### src/sv/bti_pkg.sv
// Package with shared types and constants of the barycentric interpolator.
package bti_pkg;

    localparam int TableDepth = 1024;
    localparam int IdxW       = 10;
    localparam int CoordW     = 24;
    localparam int AttrW      = 16;
    localparam int WeightFrac = 16;
    localparam int DiffW      = CoordW + 1;
    localparam int ProdW      = 2 * DiffW;
    localparam int DetW       = ProdW + 1;
    localparam int QueueDepth = 2;

    localparam logic REQ_WRITE = 1'b0;
    localparam logic REQ_QUERY = 1'b1;
    localparam logic [2:0] TOUCH_VALID = 3'd3;

    typedef struct packed {
        logic                     req_type;
        logic [IdxW-1:0]          entry_index;
        logic signed [CoordW-1:0] pos_x;
        logic signed [CoordW-1:0] pos_y;
        logic [AttrW-1:0]         elevation;
        logic [AttrW-1:0]         moisture;
        logic [IdxW-1:0]          vertex_a;
        logic [IdxW-1:0]          vertex_b;
        logic [IdxW-1:0]          vertex_c;
        logic [2:0]               touch_count;
    } bti_in_t;

    typedef struct packed {
        logic             inside_res;
        logic [AttrW-1:0] interp_elevation;
        logic [AttrW-1:0] interp_moisture;
    } bti_out_t;

    typedef struct packed {
        logic                     touch_ok;
        logic signed [CoordW-1:0] pos_x;
        logic signed [CoordW-1:0] pos_y;
        logic [IdxW-1:0]          vertex_a;
        logic [IdxW-1:0]          vertex_b;
        logic [IdxW-1:0]          vertex_c;
    } bti_query_t;

endpackage

### src/sv/bti_front.sv
// Front part: accepts items, performs table writes and queues queries.
module bti_front
    import bti_pkg::*;
(
    input  logic       clk,
    input  logic       rst_n,
    input  logic       in_valid,
    output logic       in_stall,
    input  bti_in_t    in_item,
    input  logic       tbl_busy,
    output logic       wr_en,
    output bti_in_t    wr_item,
    output logic       q_valid,
    input  logic       q_take,
    output bti_query_t q_item
);

    bti_query_t q_mem_reg [QueueDepth];
    logic       rd_ptr_reg, wr_ptr_reg, rd_ptr_next, wr_ptr_next;
    logic [1:0] count_reg, count_next;
    logic       accept, push;
    bti_query_t push_item;

    // A write waits until every earlier query has read its vertices.
    assign in_stall = (count_reg == 2'(QueueDepth)) ||
                      ((in_item.req_type == REQ_WRITE) && ((count_reg != 2'd0) || tbl_busy));
    assign accept   = in_valid && !in_stall;
    assign push     = accept && (in_item.req_type == REQ_QUERY);
    assign wr_en    = accept && (in_item.req_type == REQ_WRITE);
    assign wr_item  = in_item;
    assign q_valid  = (count_reg != 2'd0);
    assign q_item   = q_mem_reg[rd_ptr_reg];

    always_comb
    begin
        push_item.touch_ok = (in_item.touch_count == TOUCH_VALID);
        push_item.pos_x    = in_item.pos_x;
        push_item.pos_y    = in_item.pos_y;
        push_item.vertex_a = in_item.vertex_a;
        push_item.vertex_b = in_item.vertex_b;
        push_item.vertex_c = in_item.vertex_c;
        rd_ptr_next = rd_ptr_reg ^ q_take;
        wr_ptr_next = wr_ptr_reg ^ push;
        count_next  = count_reg + 2'(push) - 2'(q_take);
    end

    always_ff @(posedge clk)
    begin
        if (push)
        begin
            q_mem_reg[wr_ptr_reg] <= push_item;
        end
    end

    always_ff @(posedge clk or negedge rst_n)
    begin
        if (!rst_n)
        begin
            rd_ptr_reg <= 1'b0;
            wr_ptr_reg <= 1'b0;
            count_reg  <= 2'd0;
        end
        else
        begin
            rd_ptr_reg <= rd_ptr_next;
            wr_ptr_reg <= wr_ptr_next;
            count_reg  <= count_next;
        end
    end

endmodule

### config.mk
export PLATFORM = sky130hd
export DESIGN_NAME = bti_front
export DESIGN_NICKNAME = d
export VERILOG_FILES = /design/src/sv/bti_pkg.sv /design/src/sv/bti_front.sv
export SDC_FILE = /design/constraint.sdc
export NUM_CORES = 1
export LEC_CHECK = 0
export BUFFER_PORTS_ARGS = -buffer_cell sky130_fd_sc_hd__buf_2
export CAP_MARGIN = 25
export CORE_AREA = 2 2 131 133
export CTS_CLUSTER_DIAMETER = 30
export DETAILED_ROUTE_END_ITERATION = 8
export DIE_AREA = 0 0 133 135
export GPL_TIMING_DRIVEN = 1
export PLACE_DENSITY_LB_ADDON = 0.3
export SYNTH_ARGS = -nofsm -noshare
export SYNTH_HDL_FRONTEND = slang
export SYNTH_SLANG_ARGS = --single-unit
### constraint.sdc
create_clock -name clk -period 7.8 [get_ports clk]
set_clock_uncertainty 0.2 [all_clocks]
set_input_delay 0.78 -clock clk [delete_from_list [all_inputs] [get_ports clk]]
set_output_delay 0.78 -clock clk [all_outputs]
set_load 0.01 [all_outputs]
Yosys cells after proc, flatten, opt, wreduce, memory -nomap -nowiden
Memories as Yosys holds them, arrays and structs flattened.
Index checks and enable logic that the tools add are counted.
Widths: inputs -> output; s select.
Operators by class
  mux-type cells: 2
  add/subtract/negate cells: 2
  equality and inequality tests: 2
  bitwise logic cells: 3
  reduce and logical (&&, ||, !) cells: 8
Operator list (count)
  $logic_and 1x1->1: 4
  $eq 3x2->1 const B: 1
  $add 2x1->2: 1
  $eq 2x2->1 const B: 1
  $logic_or 1x1->1: 2
  $mux 1: 2
  $reduce_bool 2->1: 1
  $sub 2x1->2: 1
  $xor 1x1->1: 2
  $logic_not 1->1: 1
  $not 1->1: 1
Word-level totals
  memory bits (writable): 158
  flip-flop bits (word level): 4
  memories: 1
Memory list
  q_mem_reg: depth 2, width 79, rd ports 1, clocked after memory_dff 0, write ports 1, line bti_front.sv:18  | bti_query_t q_mem_reg [QueueDepth];

Longest topological paths before layout
Gate-level depths: netlist (run 1).
  word-level depth: 9
  mapped depth: 7
  depth with buffers taken out: 7

Worst setup path after synthesis (run 1)
No wires, ideal clock.
  path type: in2reg
  from: input port in_valid
  to: memory q_mem_reg[1][0] in the netlist's numbering (enable)
  data required time: 7.154 ns
  arrival: 2.841 ns
  stages on the path: 2
  setup slack: 4.313 ns
  cells stage by stage: and3_1 -> ha_1
On the way
  word-level cells in the longest chain between the ends: 4
RTL lines
  start: declaration: line bti_front.sv:7  | input logic in_valid,
  $logic_and 1x1->1: line bti_front.sv:27  | assign accept = in_valid && !in_stall;
  $logic_and 1x1->1: line bti_front.sv:28  | assign push = accept && (in_item.req_type == REQ_QUERY);
  $mux 1: line bti_front.sv:49  | if (push)
  $mux 1 (not written as such): line bti_front.sv:51  | q_mem_reg[wr_ptr_reg] <= push_item;
  end: declaration: line bti_front.sv:18
Every way passes these cells.

==> impl_results.md, run 1 <==
- Outcome: finished, final reports clean
- Crit-path cells: buf_4 > mux2_4 > buf_2
- Reg2reg setup slack: 5560 ps
- Register area share after synthesis: 0.666
- P_leak: 3.49 nW
- Final Total Pwr: 2.73 mW
- Synth Cell Area: 7280 sq um
- Final GP Congestion: 0.713
- Core area: 16400 sq um
- Starting DRT DRC Count: 189
- Clk sinks: 162
- Antenna cell count: 0
- Layout cells sized above 1: 0.664
- Worst EP required: 6820 ps
- Number of buffers created by CTS: 17
- CP top delay family: buffers and inverters
- Final nets: 666
- Share of the synthesized area in the top cell type: 0.652
- Chip width: 133 microns
- Final Hold Viols: 0
- Via density: 4.58
- Clk slew on worst S/H paths: 60 ps
- Dpl ws: 4550 ps
- Max FFs per register: 158
- # resized after CTS: 0
- Post-Synthesis Cells: 393
- Setup TNS Final: 0 ps
- Die footprint: 18000 sq um
- CP Launch Type: register
- CP Max Fanout: 43
- End-of-flow core utilization: 0.509
- Slew margin rel.: 0.437
- PwrDens: 327 nW/um^2
- Clock Root Buffer: clkbuf_16
- FMAX: 276 MHz
- # IOs: 335
- VDD IR max: 0.000136 V
- CP Capture Type: primary output
- Antenna viol nets, final: 0
- Die height: 135 microns
- Total Routing Usage GR: 0.139
- Clk buf depth: 2
- Area Growth Syn to Fin: 14.8%
- First-pass GRT wire length: 18.4 mm
- Drt total wl: 12.7 mm
- Initial Util: 0.443
- Wire per inst: 16.6 microns
- Largest family of logic cells by synthesized area: multiplexers
- DP Wirelength: 8.60 mm
- Compound-Gate Fraction of Synth Area: 0.000688
- Mux share of post-synthesis cell area: 0.163
- First-pass DRT Iterations: 4
- RSZ-0062 raised after global routing: false
- Std cell rows: 47
- Residual DRC: 0
- # setup viols final: 0
- Arr. time, crit path: 2640 ps
- Hold slack: 314 ps
- Vias in the first global route: 3458
- Critical-path top delay cell: dfrtp_4
- DR vias: 3502
- Yosys warns: 0
- H-tree depth: 4
- Syn_nets: 526
- Min-delay worst type: reg2reg
- Post-Synth Adder-Cell Area: 0.00688
- Clock latency on the worst-skew pair: 410 ps
- Max-cap violations: 0
- I/O Buffers: 250
- Post-route minimum period: 3620 ps
- Largest net degree at the start of global routing: 44
- Measured slew at the worst slew-check pin: 845 ps
- Worst Path Buf+Inv: 2
- CTS tree: done
- Worst Setup Slack, final: 4180 ps
- Antenna violations before repair: 0
- Grt ovf: 0
- Synth area leader: edfxtp_1
- Synth Register Bits: 162
- Avg Cell Area, Syn: 18.5 sq um
- Area contributors post-synth: edfxtp_1, mux2_4, buf_4, buf_12, dfrtp_1
- Simple-gate portion of the synthesized area: 0.00688
- Final period utilization: 0.464
- Max Slew Vio Count: 0
- Crit Path Category: reg2out
- Max stage delay on crit path: 880 ps
- Yosys cell types: 18
- Synth Area in XOR/XNOR: 0.00361
stage by stage:
stage               cell area, sq um  std cells
detailed placement              7790        733
CTS                             8350        764
global placement                7740        731
floorplan                       7280        393
finish                          8350        764
global route                    8350        764
path summary, 6_finish.rpt:
check	depth (start not counted)	to	from
max	3	q_item[53]	rd_ptr_reg
max in group asynchronous	2	rd_ptr_reg	rst_n
max reg2reg	4	q_mem_reg[1][3]	count_reg[0]
min in group asynchronous	2	count_reg[0]	rst_n
min	1	count_reg[1]	count_reg[1]
min reg2reg	1	count_reg[1]	count_reg[1]
placed cells by master, fill, tap and decap left out, types with 3 or more instances in the layout:
cell type	n
clkinvlp_4	3
inv_1	3
clkbuf_1	3
dfrtp_1	3
buf_2	250
mux2_4	79
edfxtp_1	158
clkbuf_16	17
cell families (layout without fill, tap and decap cells):
family                     count (synthesis)  count (layout)
AOI/OAI and AO/OA                          1               1
xor gates and xnor gates                   3               3
adders and majority gates                  4               4
buffers and inverters                    136             287
DFF                                      162             162
muxes                                     79              79
and+or+nand+nor                            8               8
Yosys cell counts:
cell type and number:
nand3_1 1, buf_4 124, xor2_1 1, xnor2_1 2
inv_1 3, nor2_1 2, ha_1 4, buf_6 1
edfxtp_1 158, or2_1 1, mux2_4 79, nand2b_1 1
and3_1 1, nor4b_2 1, o21ai_0 1, nand2_1 1
dfrtp_1 4, buf_12 8
worst register-to-register path: cells and delay by family (launching register included):
| family | cells | cell delay, ps |
|---|---|---|
| buffers and inverters | 1 | 300 |
| and+or+nand+nor | 2 | 450 |
| adders and majority gates | 1 | 540 |
| DFF | 1 | 380 |
report_power, final:
group / switching (mW) / leakage (nW) / internal, mW
Clock: 0.310 / 0.257 / 0.466
Sequential: 0.0826 / 1.49 / 1.08
Combinational: 0.355 / 1.74 / 0.429
per-layer routing:
metal  global-route usage  routed length (microns)  vias up
met5                    0                        0        -
met4               0.0520                      177        0
met3               0.0499                      910       20
met2                0.238                     6540      191
met1                0.161                     5050     1701
li1                     -                        -     1590
repair_timing:
item	in CTS	in global routing
setup buffers	0	0
hold buffers	1	0
endpoints found under the hold margin	4	0
layout make-up:
| type | instances | area (sq um) |
|---|---|---|
| fillers | 1383 | 8060 |
| flip-flops and latches | 162 | 4850 |
| multi-input cells | 95 | 1340 |
| repair buffers | 254 | 1320 |
| clock buffers | 20 | 437 |
| well taps | 220 | 275 |
| clock inverters | 10 | 113 |
| inverters | 3 | 11.3 |
No activity file was read; power rests on OpenSTA's default activity.
==> run 2, diff against run 1 <==
CORE_AREA = default   (was 2 2 131 133)
CORE_MARGIN = 2   (was default)
CORE_UTILIZATION = 43   (was default)
DIE_AREA = default   (was 0 0 133 135)
clock period = 3.05 ns   (was 7.8 ns; I/O delays follow)
==> run 2 against run 1 <==
Net effect: design area rose by 11%; critical path type unchanged; first-iteration DRC count down 19%; critical path depth stayed put; global-route usage up 2.0 points; cell count is 11% higher; utilization increased by 4.8 points; sequential power up 150%; critical endpoint is now q_item[6]; register-to-register slack worse by 4600 ps; largest cell class unchanged; clock power grew to 2.7 times the previous value; power grew to 2.6 times the previous value; sequential cell count is the same.
==> impl_results.md, run 2 (synthesis gave the netlist of run 1 again) <==
- RSZ-0062 raised after global routing: false
- Std cell rows: 47
- CP Capture Type: primary output
- Grt ovf: 0
- Antenna violations before repair: 0
- Residual DRC: 0
- # IOs: 335
- Dpl ws: 981 ps
- First-pass GRT wire length: 21.1 mm
- Chip width: 134 microns
- Final Total Pwr: 7.20 mW
- Drt total wl: 14.6 mm
- Max stage delay on crit path: 650 ps
- Worst EP required: 2540 ps
- Worst Path Buf+Inv: 2
- Vias in the first global route: 3946
- Antenna cell count: 0
- First-pass DRT Iterations: 6
- H-tree depth: 4
- PwrDens: 780 nW/um^2
- CP Launch Type: register
- Final GP Congestion: 0.708
- # setup viols final: 0
- Initial Util: 0.439
- FMAX: 419 MHz
- Worst r2r dst: q_mem_reg[1][57]
- Area Growth Syn to Fin: 26.9%
- Clk slew on worst S/H paths: 70 ps
- Hold slack: 38.8 ps
- Starting DRT DRC Count: 153
- Clock Root Buffer: clkbuf_16
- Max Slew Vio Count: 0
- Slew margin rel.: 0.757
- Reg2reg setup slack: 1010 ps
- Crit. path cell count: 3
- Max-cap violations: 0
- Wire per inst: 17.2 microns
- Total Routing Usage GR: 0.159
- Critical-path top delay cell: dfrtp_4
- Final nets: 751
- Final period utilization: 0.783
- Measured slew at the worst slew-check pin: 365 ps
- Fill count: 1357
- Max FFs per register: 158
- Most common cell after layout, fill and taps aside: buf_2
- Most frequent cells in the layout: buf_2, edfxtp_1, dlygate4sd3_1, mux2_4, clkbuf_16
- Clk sinks: 162
- R2R cell count: 4
- P_leak: 3.87 nW
- Core area: 16600 sq um
- CP endpoint: q_item[6]
- Number of buffers created by CTS: 17
- Clock latency on the worst-skew pair: 420 ps
- Final Hold Viols: 0
- DR vias: 3883
- Clk buf depth: 2
- Antenna viol nets, final: 0
- Die height: 134 microns
- Outcome: finished, final reports clean
- Arr. time, crit path: 1880 ps
- CP Max Fanout: 32
- Min-delay worst type: in2async
- CP top delay family: flip-flops
- CTS tree: done
- End-of-flow core utilization: 0.557
- Layout cells sized above 1: 0.586
- VDD IR max: 0.000356 V
- Die footprint: 18000 sq um
- Largest net degree at the start of global routing: 34
- Worst Setup Slack, final: 663 ps
- Post-route minimum period: 2390 ps
- Worst reg2reg startpoint: count_reg[0]
- Setup crit start: rd_ptr_reg
- Post-CTS setup repair buffer count: 0
- I/O Buffers: 250
- Crit Path Category: reg2out
- DP Wirelength: 9.63 mm
- Via density: 4.56
- Crit-path cells: buf_12 > mux2_4 > buf_2
-- run 2: changes by cell type in the layout (fill, tap and decap cells not counted), sizes merged --
cell	change
dlygate4sd3	+80
clkbuf	-3
inv	+3
buf	+5
clkinv	+2
-- run 2: per-stage QoR --
stage / area, sq um / instances / TNS, ps
finish: 9230 / 851 / 0
global route: 9230 / 851 / 0
CTS: 9230 / 851 / 0
detailed placement: 7840 / 738 / 0
global placement: 7840 / 738 / 0
floorplan: 7280 / 393 / -23910
-- run 2: metal layers --
layer	vias to the layer above	wire length, microns	global-route usage
li1	1774	-	-
met1	1866	5750	0.179
met2	213	7490	0.279
met3	30	1050	0.0503
met4	0	310	0.0673
met5	-	0	0
-- run 2: worst min-delay path by stage --
stage          slack [ps]   from  depth (start not counted)            to
4_1_cts                20  rst_n                          2    wr_ptr_reg
5_1_grt                50  rst_n                          2    wr_ptr_reg
3_3_place_gp          -60  rst_n                          1  count_reg[0]
2_1_floorplan        -190  rst_n                          0  count_reg[0]
3_5_place_dp          -60  rst_n                          1  count_reg[0]
6_report               40  rst_n                          2    wr_ptr_reg
-- run 2: what timing repair did --
| item | in CTS | in global routing |
|---|---|---|
| hold buffers | 81 | 0 |
| resized for setup | 0 | 0 |
| endpoints found under the hold margin | 163 | 0 |
-- run 2: layout make-up --
class / instances / area [sq um] / area share
clock buffer: 17 / 425 / 0.0461
clock inverter: 15 / 158 / 0.0171
inverter: 3 / 11.3 / 0.00122
multi-input combinational: 95 / 1340 / 0.145
sequential: 162 / 4850 / 0.525
tap: 220 / 275 / 0.0298
timing repair buffer: 339 / 2170 / 0.235
-- run 2: report_power, final --
part,internal [mW],leakage (nW),total [mW],switching (mW)
Clock,1.21,0.275,2.07,0.863
Combinational,1.19,2.10,2.21,1.01
Sequential,2.77,1.49,2.92,0.142
